[config.mk]
export PLATFORM = sky130hd
export DESIGN_NAME = bracket_balance_checker_unit
export DESIGN_NICKNAME = d
export VERILOG_FILES = /design/src/rtl/bbc_pkg.sv /design/src/rtl/bracket_balance_checker_unit.sv /design/src/rtl/bbc_ram.sv /design/src/rtl/bbc_skid.sv
export SDC_FILE = /design/constraint.sdc
export NUM_CORES = 1
export LEC_CHECK = 0
export BUFFER_PORTS_ARGS = -buffer_cell sky130_fd_sc_hd__buf_2
export CAP_MARGIN = 20
export CORE_AREA = 2 2 195 140
export DETAILED_ROUTE_END_ITERATION = 10
export DIE_AREA = 0 0 197 142
export SLEW_MARGIN = 5
export SYNTH_ARGS = -nofsm -noshare
export SYNTH_HDL_FRONTEND = slang
export SYNTH_SLANG_ARGS = --single-unit
[constraint.sdc]
create_clock -name clk -period 6.77 [get_ports clk]
set_clock_uncertainty 0.05 [all_clocks]
set_input_delay 0.677 -clock clk [delete_from_list [all_inputs] [get_ports clk]]
set_output_delay 0.677 -clock clk [all_outputs]
set_load 0.01 [all_outputs]
[src/rtl/bbc_pkg.sv]
`timescale 1ns / 1ps
// Package for the bracket balance checker: sizes, kind and status codes, result type.
package bbc_pkg;

	localparam int STACK_DEPTH = 64;
	localparam int SP_W        = $clog2(STACK_DEPTH + 1);
	localparam int ADDR_W      = (STACK_DEPTH > 1) ? $clog2(STACK_DEPTH) : 1;
	localparam int KIND_W      = 2;
	localparam int DEPTH_W     = 7;

	localparam logic [KIND_W-1:0] KIND_NONE   = 2'd0;
	localparam logic [KIND_W-1:0] KIND_ROUND  = 2'd1;
	localparam logic [KIND_W-1:0] KIND_SQUARE = 2'd2;
	localparam logic [KIND_W-1:0] KIND_CURLY  = 2'd3;

	localparam logic [1:0] ST_OK       = 2'd0;
	localparam logic [1:0] ST_MISMATCH = 2'd1;
	localparam logic [1:0] ST_UNCLOSED = 2'd2;
	localparam logic [1:0] ST_OVERFLOW = 2'd3;

	localparam logic [7:0] CH_OPEN_ROUND   = 8'h28;
	localparam logic [7:0] CH_CLOSE_ROUND  = 8'h29;
	localparam logic [7:0] CH_OPEN_SQUARE  = 8'h5B;
	localparam logic [7:0] CH_CLOSE_SQUARE = 8'h5D;
	localparam logic [7:0] CH_OPEN_CURLY   = 8'h7B;
	localparam logic [7:0] CH_CLOSE_CURLY  = 8'h7D;

	typedef struct packed {
		logic               is_final;
		logic [1:0]         status;
		logic [DEPTH_W-1:0] nesting_depth;
	} result_t;

endpackage

[src/rtl/bracket_balance_checker_unit.sv]
`timescale 1ns / 1ps
// Top level of the bracket balance checker: stack control, kind RAM and result buffer.
//
//  Channel  Signals                              Direction  Beat
//  input    in_valid, in_stall, text_byte,       in         one character of the text
//           end_of_text
//  output   out_valid, out_stall, is_final,      out        status and depth after it
//           status, nesting_depth
//
// One character is taken per cycle while in_stall is low; its result is
// registered into the skid buffer and offered from its result register.
// The top of the stack lives in a register; the RAM holds the entries below
// it and is read each cycle at the slot under the top, so a pop finds its new
// top without waiting. A push writes the old top to the very slot being read,
// and that value is forwarded for one cycle.
// Reset clears the stack pointer, the error latch and the valid flags; the
// RAM needs no clearing, since only slots below the pointer are ever used.
// in_stall rises only when both the result register and the skid slot are
// full, so a held result does not stop the next character from entering.
module bracket_balance_checker_unit
	import bbc_pkg::*;
(
	input  logic               clk,
	input  logic               arst_n,
	input  logic               in_valid,
	output logic               in_stall,
	input  logic [7:0]         text_byte,
	input  logic               end_of_text,
	output logic               out_valid,
	input  logic               out_stall,
	output logic               is_final,
	output logic [1:0]         status,
	output logic [DEPTH_W-1:0] nesting_depth
);

	logic [SP_W-1:0]   sp_q;
	logic [1:0]        err_q;
	logic [KIND_W-1:0] top_q;
	logic              fwd_q;
	logic [KIND_W-1:0] fwd_val_q;

	logic [KIND_W-1:0] rd_data;
	logic [KIND_W-1:0] under;
	logic [KIND_W-1:0] kind;
	logic              is_open;
	logic              is_close;
	logic              accept;

	logic [SP_W-1:0]   sp_new;
	logic [1:0]        err_new;
	logic [KIND_W-1:0] top_new;
	logic              wr_en;
	logic [SP_W-1:0]   sp_next;
	logic [ADDR_W-1:0] rd_addr;
	logic [ADDR_W-1:0] wr_addr;

	result_t res;
	logic    res_stall;

	assign accept   = in_valid && !res_stall;
	assign in_stall = res_stall;

	// Character decode.
	always_comb begin
		kind     = KIND_NONE;
		is_open  = 1'b0;
		is_close = 1'b0;
		case (text_byte)
			CH_OPEN_ROUND:   begin kind = KIND_ROUND;  is_open  = 1'b1; end
			CH_OPEN_SQUARE:  begin kind = KIND_SQUARE; is_open  = 1'b1; end
			CH_OPEN_CURLY:   begin kind = KIND_CURLY;  is_open  = 1'b1; end
			CH_CLOSE_ROUND:  begin kind = KIND_ROUND;  is_close = 1'b1; end
			CH_CLOSE_SQUARE: begin kind = KIND_SQUARE; is_close = 1'b1; end
			CH_CLOSE_CURLY:  begin kind = KIND_CURLY;  is_close = 1'b1; end
			default:         begin kind = KIND_NONE; end
		endcase
	end

	// The slot under the top comes from the RAM, or from the forwarding
	// register right after a push wrote that slot.
	assign under = fwd_q ? fwd_val_q : rd_data;

	// Push, pop or error for this character; bytes after an error are ignored.
	always_comb begin
		sp_new  = sp_q;
		err_new = err_q;
		top_new = top_q;
		wr_en   = 1'b0;
		if (err_q == ST_OK) begin
			if (is_open) begin
				if (sp_q == SP_W'(STACK_DEPTH)) begin
					err_new = ST_OVERFLOW;
				end else begin
					wr_en   = (sp_q != '0);
					top_new = kind;
					sp_new  = sp_q + SP_W'(1);
				end
			end else if (is_close) begin
				if (sp_q == '0 || top_q != kind) begin
					err_new = ST_MISMATCH;
				end else begin
					top_new = under;
					sp_new  = sp_q - SP_W'(1);
				end
			end
		end
	end

	assign wr_addr = ADDR_W'(sp_q - SP_W'(1));

	always_comb begin
		res.is_final      = end_of_text;
		res.nesting_depth = DEPTH_W'(sp_new);
		if (err_new != ST_OK) begin
			res.status = err_new;
		end else if (end_of_text && sp_new != '0) begin
			res.status = ST_UNCLOSED;
		end else begin
			res.status = ST_OK;
		end
	end

	// Read address follows the pointer as it will be after this edge.
	assign sp_next = !accept ? sp_q : (end_of_text ? '0 : sp_new);
	assign rd_addr = ADDR_W'(sp_next - SP_W'(2));

	always_ff @(posedge clk or negedge arst_n) begin
		if (!arst_n) begin
			sp_q  <= '0;
			err_q <= ST_OK;
			fwd_q <= 1'b0;
		end else begin
			fwd_q <= accept && wr_en && !end_of_text;
			if (accept) begin
				sp_q  <= end_of_text ? '0 : sp_new;
				err_q <= end_of_text ? ST_OK : err_new;
			end
		end
	end

	always_ff @(posedge clk) begin
		fwd_val_q <= top_q;
		if (accept) begin
			top_q <= top_new;
		end
	end

	bbc_ram #(
		.WIDTH(KIND_W),
		.DEPTH(STACK_DEPTH)
	) u_ram (
		.clk    (clk),
		.wr_en  (accept && wr_en),
		.wr_addr(wr_addr),
		.wr_data(top_q),
		.rd_addr(rd_addr),
		.rd_data(rd_data)
	);

	result_t out_res;

	bbc_skid u_skid (
		.clk      (clk),
		.arst_n   (arst_n),
		.in_valid (in_valid),
		.in_stall (res_stall),
		.in_data  (res),
		.out_valid(out_valid),
		.out_stall(out_stall),
		.out_data (out_res)
	);

	assign is_final      = out_res.is_final;
	assign status        = out_res.status;
	assign nesting_depth = out_res.nesting_depth;

	// The stack pointer never passes the stack's capacity.
	a_sp_bound: assert property (@(posedge clk) disable iff (!arst_n)
		sp_q <= SP_W'(STACK_DEPTH))
		else $error("stack pointer above capacity");

	// The error latch never holds the unclosed code: only OK, mismatch or overflow.
	a_err_code: assert property (@(posedge clk) disable iff (!arst_n)
		err_q != ST_UNCLOSED)
		else $error("error latch holds the unclosed code");

	// A final character leaves an empty stack and a clear latch.
	a_end_clears: assert property (@(posedge clk) disable iff (!arst_n)
		accept && end_of_text |=> sp_q == '0 && err_q == ST_OK)
		else $error("state not cleared after end of text");

	// Forwarding is armed only by a push onto a non-empty stack.
	a_fwd_push: assert property (@(posedge clk) disable iff (!arst_n)
		fwd_q |-> $past(accept && is_open && sp_q != '0))
		else $error("forwarding without a push");

endmodule

[src/rtl/bbc_ram.sv]
`timescale 1ns / 1ps
// Generic single-port-write, single-port-read RAM with a registered read.
module bbc_ram #(
	parameter int WIDTH = 2,
	parameter int DEPTH = 64
) (
	input  logic                             clk,
	input  logic                             wr_en,
	input  logic [$clog2(DEPTH > 1 ? DEPTH : 2)-1:0] wr_addr,
	input  logic [WIDTH-1:0]                 wr_data,
	input  logic [$clog2(DEPTH > 1 ? DEPTH : 2)-1:0] rd_addr,
	output logic [WIDTH-1:0]                 rd_data
);

	logic [WIDTH-1:0] mem [DEPTH];

	always_ff @(posedge clk) begin
		if (wr_en) begin
			mem[wr_addr] <= wr_data;
		end
		rd_data <= mem[rd_addr];
	end

endmodule

[src/rtl/bbc_skid.sv]
`timescale 1ns / 1ps
// Output register with a skid stage between the checker logic and the result channel.
module bbc_skid
	import bbc_pkg::*;
(
	input  logic    clk,
	input  logic    arst_n,
	input  logic    in_valid,
	output logic    in_stall,
	input  result_t in_data,
	output logic    out_valid,
	input  logic    out_stall,
	output result_t out_data
);

	logic    main_valid_q;
	logic    skid_valid_q;
	result_t main_q;
	result_t skid_q;
	logic    take;
	logic    main_free;

	assign in_stall  = skid_valid_q;
	assign take      = in_valid && !skid_valid_q;
	assign main_free = !main_valid_q || !out_stall;

	always_ff @(posedge clk or negedge arst_n) begin
		if (!arst_n) begin
			main_valid_q <= 1'b0;
			skid_valid_q <= 1'b0;
		end else if (main_free) begin
			if (skid_valid_q) begin
				main_valid_q <= 1'b1;
				skid_valid_q <= 1'b0;
			end else begin
				main_valid_q <= take;
			end
		end else if (take) begin
			skid_valid_q <= 1'b1;
		end
	end

	always_ff @(posedge clk) begin
		if (main_free) begin
			main_q <= skid_valid_q ? skid_q : in_data;
		end else if (take) begin
			skid_q <= in_data;
		end
	end

	assign out_valid = main_valid_q;
	assign out_data  = main_q;

endmodule
== Yosys cells after proc, flatten, opt, wreduce, memory -nomap -nowiden ==
Memory sizes are Yosys's and may differ from the RTL's. A register that Yosys moved wholly into a read port is not among the register bits.
Index checks and enable logic that the tools add are counted.
Word-level totals
  flip-flop bits (word level): 36
  bits in writable memories: 128
  memories kept: 1
  output and inout bits: 12
  input bits: 13
  word-level logic and storage cells: 84
Operators by class
  multiplexer cells: 32
  bitwise logic cells: 1
  reductions and logical operators: 24
  equal/unequal tests: 10
  add/subtract/negate cells: 3
Memories
  u_ram.mem: depth 64, bits a word 2, read ports 1, clocked after memory_dff 1, write ports 1, line bbc_ram.sv:15  | logic [WIDTH-1:0] mem [DEPTH];
Operator list (count)
  2-to-1 mux 7 bit: 7
  == test 8 x 7 -> 1 bit, second input constant: 4
  2-to-1 mux 2 bit: 13
  == test 8 x 6 -> 1 bit, second input constant: 2
  nonzero test 7 bit: 2
  2-to-1 mux 1 bit: 10
  2-to-1 mux 10 bit: 1
  adder 7 x 1 -> 7 bit, second input constant: 1
  == test 7 bit, second input constant: 1
  logical NOT 7 bit: 1
  subtractor 7 x 1 -> 7 bit, second input constant: 1
  one-hot mux 2 bit (3 select lines): 1
  nonzero test 2 bit: 3
  OR reduction 2 bit: 3
  OR reduction 3 bit: 2
  subtractor 6 x 2 -> 6 bit, second input constant: 1
  AND reduction 5 bit: 1
  logical AND 1 bit: 4
  logical NOT 1 bit: 4
  inequality test 2 bit, second input constant: 2
  logical NOT 2 bit: 1
  logical OR 1 bit: 2
  inequality test 2 bit: 1
  AND reduction 2 bit: 1
  NOT 1 bit: 1

== Depth between registers and ports, before layout ==
  depth in word-level cells: 14
  depth in mapped cells: 16
  mapped depth without buffers: 14

== Hierarchy ==
A second synthesis with hierarchy kept.
Unflattened totals
  cell total of the unflattened synthesis: 560
  area, all modules: 7771.2 um2
By module, submodules not included
  bbc_ram: instances 1, cells each 324, area each 5397.7 um2, seq. area each 3883.7 um2
  bracket_balance_checker_unit: instances 1, cells each 199, area each 1539.0 um2, seq. area each 350.3 um2
  bbc_skid: instances 1, cells each 37, area each 834.6 um2, seq. area each 650.6 um2

== Worst setup path before layout ==
OpenSTA, ideal clock, no wires.
  path type: flip-flop to flip-flop
  from: register top_q[0]
  to: register u_ram.rd_data[1] (read register of u_ram.mem)
  stages on the path, launching flop included: 12
  arrival time: 3.745 ns
  required time: 6.581 ns
  setup time: 0.139 ns
  setup slack: 2.836 ns
  period minus slack after synthesis: 3.934 ns
  path buffers: 0
  path through: edfxtp_1 > nand2_1 > or4_1 > o211a_2 > or3_4 > a211oi_4 > mux2_2 > and3_1 > a2111oi_0 > a211oi_1 > a311oi_1 > a31oi_1
On the way
  longest elaborated chain between the ends: 9
RTL lines
  from (decl): line bracket_balance_checker_unit.sv:38  | logic [KIND_W-1:0] top_q;
  from (signal assigned): line bracket_balance_checker_unit.sv:144  | top_q <= top_new;
  inequality test 2 bit: line bracket_balance_checker_unit.sv:99  | if (sp_q == '0 || top_q != kind) begin
  logical OR 1 bit: line bracket_balance_checker_unit.sv:99
  2-to-1 mux 7 bit: line bracket_balance_checker_unit.sv:99
  2-to-1 mux 7 bit: line bracket_balance_checker_unit.sv:98  | end else if (is_close) begin
  2-to-1 mux 7 bit: line bracket_balance_checker_unit.sv:90  | if (is_open) begin
  2-to-1 mux 7 bit: line bracket_balance_checker_unit.sv:89  | if (err_q == ST_OK) begin
  2-to-1 mux 7 bit (2 in a row)
  subtractor 6 x 2 -> 6 bit: line bracket_balance_checker_unit.sv:125  | assign rd_addr = ADDR_W'(sp_next - SP_W'(2));
  to (decl): line bbc_ram.sv:12  | output logic [WIDTH-1:0] rd_data
No other way between the ends.
A chain may end at the register's enable or synchronous reset.

== Worst setup path after layout ==
  from: register sp_q[1]
  to: register u_ram.rd_data[0] (read register of u_ram.mem)
On the way
  longest elaborated chain between the ends: 9
  elaborated cells on any way between the ends: 13
  those cells by class: 3 x add/sub; 1 x eq/ne; 7 x mux; 2 x reduce/logical
RTL lines
  from (decl): line bracket_balance_checker_unit.sv:36  | logic [SP_W-1:0] sp_q;
  from (signal assigned): line bracket_balance_checker_unit.sv:135  | sp_q <= end_of_text ? '0 : sp_new;
  parallel branches: the longest is 7 deep, another holds subtractor 7 x 1 -> 7 bit
  2-to-1 mux 7 bit *
  subtractor 6 x 2 -> 6 bit *: line bracket_balance_checker_unit.sv:125
Every way passes the cells marked *.

==> impl_metrics.ini <==
[power_and_ir_drop]
power_density_mw_per_mm2 = 296
vdd_drop_max_mv = 0.167
cellLeakagePower_nw = 3.04

[floorplanning]
dieArea_mm2 = 0.0280
initial_utilization = 0.296
core_mm2 = 0.0262
die_y_um = 142
die_w_um = 197
design.portCount = 25
row_count = 50

[yosys]
yosysWarnings = 0
synth_top_area_cell = edfxtp_1
ys.flop_type = edfxtp_1
synth.distinct_cells = 73
async_flop_share = 0.0723
ys_top_cells_by_area = edfxtp_1, nand2_1, nor2_1
syn_nets = 661
synth_edf_count = 150
ys_ff_latch = 166
yosysSeqAreaShare = 0.631
syn_inst = 645
syn_avg_cell_area_um2 = 12.0
synth_top_area_share = 0.582
syn-cell-area_mm2 = 0.00774

[worst_setup_path]
cpLargestDelayFamily = compound AO/OA/AOI/OAI gates
critPathArrivalTime_ps = 4910
crit_path_end_kind = register
critPathMaxFanout = 16
crit_buf_inv = 3
worstPathCellList = inv_1 > ha_1 > nand4b_1 > nand4_1 > or3_4 > a211oi_4 > buf_4 > buf_4 > mux2i_1 > o22ai_1 > nor2_1 > a31oi_1 > o32ai_1 > mux2i_1
crit_type = reg -> reg
timing.rr.end = u_ram.rd_data[0]$_DFF_P_
r2r_setup_slack_ps = 2110
reg2reg_from = sp_q[1]$_DFF_PN0_
reg2reg_depth = 14
slowest_delay_ps = 780
worst_path_max_delay_cell = a211oi_4
critPathLaunch = sp_q[1]$_DFF_PN0_
worst-path-stages = 14
endpoint = u_ram.rd_data[0]$_DFF_P_
critPathLaunchType = register
cp_data_required_time_ps = 7020

[clocking]
clk_root_buffer_cell = clkbuf_16
cts_tree = yes
insertion_delay_ps = 430
clk_pin_slew_ps = 60
cts_setup_buffers = 0
numCtsBuffers = 17
postCtsResizedCells = 0
clock-sinks = 166
ctsLongestPathBuffers = 2
htreeDepth = 4
cts_hold_buf = 0

[layout]
final_nets = 684
n_antenna_cell = 0
fill_cells = 2569
fin_util = 0.336
final_cell_mix = edfxtp_1, nand2_1, nor2_1, mux2i_1
drive_gt1_frac = 0.131
regArea_mm2 = 0.00488
multi_input_area_mm2 = 0.00268
layout_commonest_cell = edfxtp_1
areaGrowthSynthToFinish_pct = 13.7

[routing]
via_per_inst = 5.17
routed_wl_mm = 19.4
ant_nets = 0
initialDrtViolationCount = 740
vias = 5270
firstDrtPassIters = 5
drc = 0
routedWlPerCell_um = 19.1

[placement]
hpwl_mm = 13.0
portBuffers = 24
gp_congestion = 0.875

[timing]
fmax_ghz = 0.215
fin_hold_ws_ps = 81.3
hold_viol = 0
fin_crit_sh = 0.688
setup_viol = 0
worstMarginPinSlew_ps = 1100
maxSlewViolCount = 0
slew_headroom = 0.262
rsz0062_at_grt = no
setup-tns-final_ps = 0
min_period_ps = 4660

[global_routing]
grt_pass1_vias = 5053
antenna_found_initial = 0
grt_pass1_wl_mm = 30.4
grt_max_degree = 68
grt_usage = 0.147
grt_overflow = 0

[min_path]
hold_class = in -> async

[run]
maxCapViolCount = 0

[status]
status = finished, final reports clean
flip-flops by register name, indices dropped and copies added, names as in the netlist, 2 cells and up:
| signal | flops |
|---|---|
| err_q | 2 |
| fwd_val_q | 2 |
| sp_q | 7 |
| top_q | 2 |
| u_ram.mem | 128 |
| u_ram.rd_data | 2 |
| u_skid.out_data | 10 |
| u_skid.skid_q | 10 |
worst reg2reg max path: cells and delay by family, from the launching register on:
kind                       cells  cell delay (ps)
buffers and inverters          3              880
muxes                          2              360
DFF                            1              530
AOI/OAI and AO/OA              4             1500
adders and majority gates      1              280
and+or+nand+nor                4              930
through the flow:
step / total power [W] / cell area [um^2] / cells / setup WS, ps
2_1_floorplan: 0.00152 / 7740 / 645 / 2840
3_3_place_gp: 0.00165 / 8210 / 987 / 1810
3_5_place_dp: 0.00165 / 8210 / 987 / 1740
4_1_cts: 0.00261 / 8800 / 1019 / 2160
5_1_grt: 0.00271 / 8800 / 1019 / 1760
6_report: 0.00260 / 8800 / 1019 / 2110
how the worst min path moves through the flow:
stage	start	cells past startpoint	end
final	arst_n	1	fwd_q$_DFF_PN0_
after global routing	arst_n	1	fwd_q$_DFF_PN0_
after CTS	arst_n	1	fwd_q$_DFF_PN0_
after detailed placement	u_skid.skid_q[8]$_DFFE_PP_	1	u_skid.out_data[8]$_DFFE_PN_
after global placement	u_skid.skid_q[1]$_DFFE_PP_	2	u_skid.out_data[1]$_DFFE_PN_
after floorplan	arst_n	0	err_q[0]$_DFFE_PN0P_
cell type report:
| type | instances | share of cell area |
|---|---|---|
| flip-flops and latches | 166 | 0.555 |
| multi-input cells | 440 | 0.304 |
| clock buffers | 23 | 0.0569 |
| well taps | 338 | 0.0481 |
| repair buffers | 32 | 0.0205 |
| clock inverters | 9 | 0.0104 |
| inverters | 11 | 0.00469 |
Yosys cell counts, drive strengths merged, types with 7 or more instances:
library cell / count
a21oi: 24
a311oi: 7
a31oi: 10
and3: 7
buf: 11
clkbuf: 17
dfrtp: 12
edfxtp: 150
inv: 11
mux2: 13
mux2i: 35
nand2: 92
nand3: 17
nand4: 7
nor2: 91
nor3: 13
nor4: 9
o21ai: 12
o22ai: 12
xnor2: 12
routing by layer:
metal  global-route usage  part of all wire
met1                0.230              0.51
met2                0.193              0.39
met4               0.0380            0.0090
met5                    0                 0
met3               0.0419             0.092
report_power, final:
| group | internal, W | switching (W) |
|---|---|---|
| Sequential | 0.00113 | 0.0000196 |
| Clock | 0.000563 | 0.000401 |
| Combinational | 0.000165 | 0.000322 |
logic make-up after synthesis:
group           after synthesis  synth area share
buf+inv                      39            0.0228
flops                       166             0.631
simple gates                260             0.152
compound gates              114             0.106
xor+xnor                     15            0.0170
fa+ha+maj                     3           0.00485
mux                          48            0.0658
(Power assumes the default switching activity.)
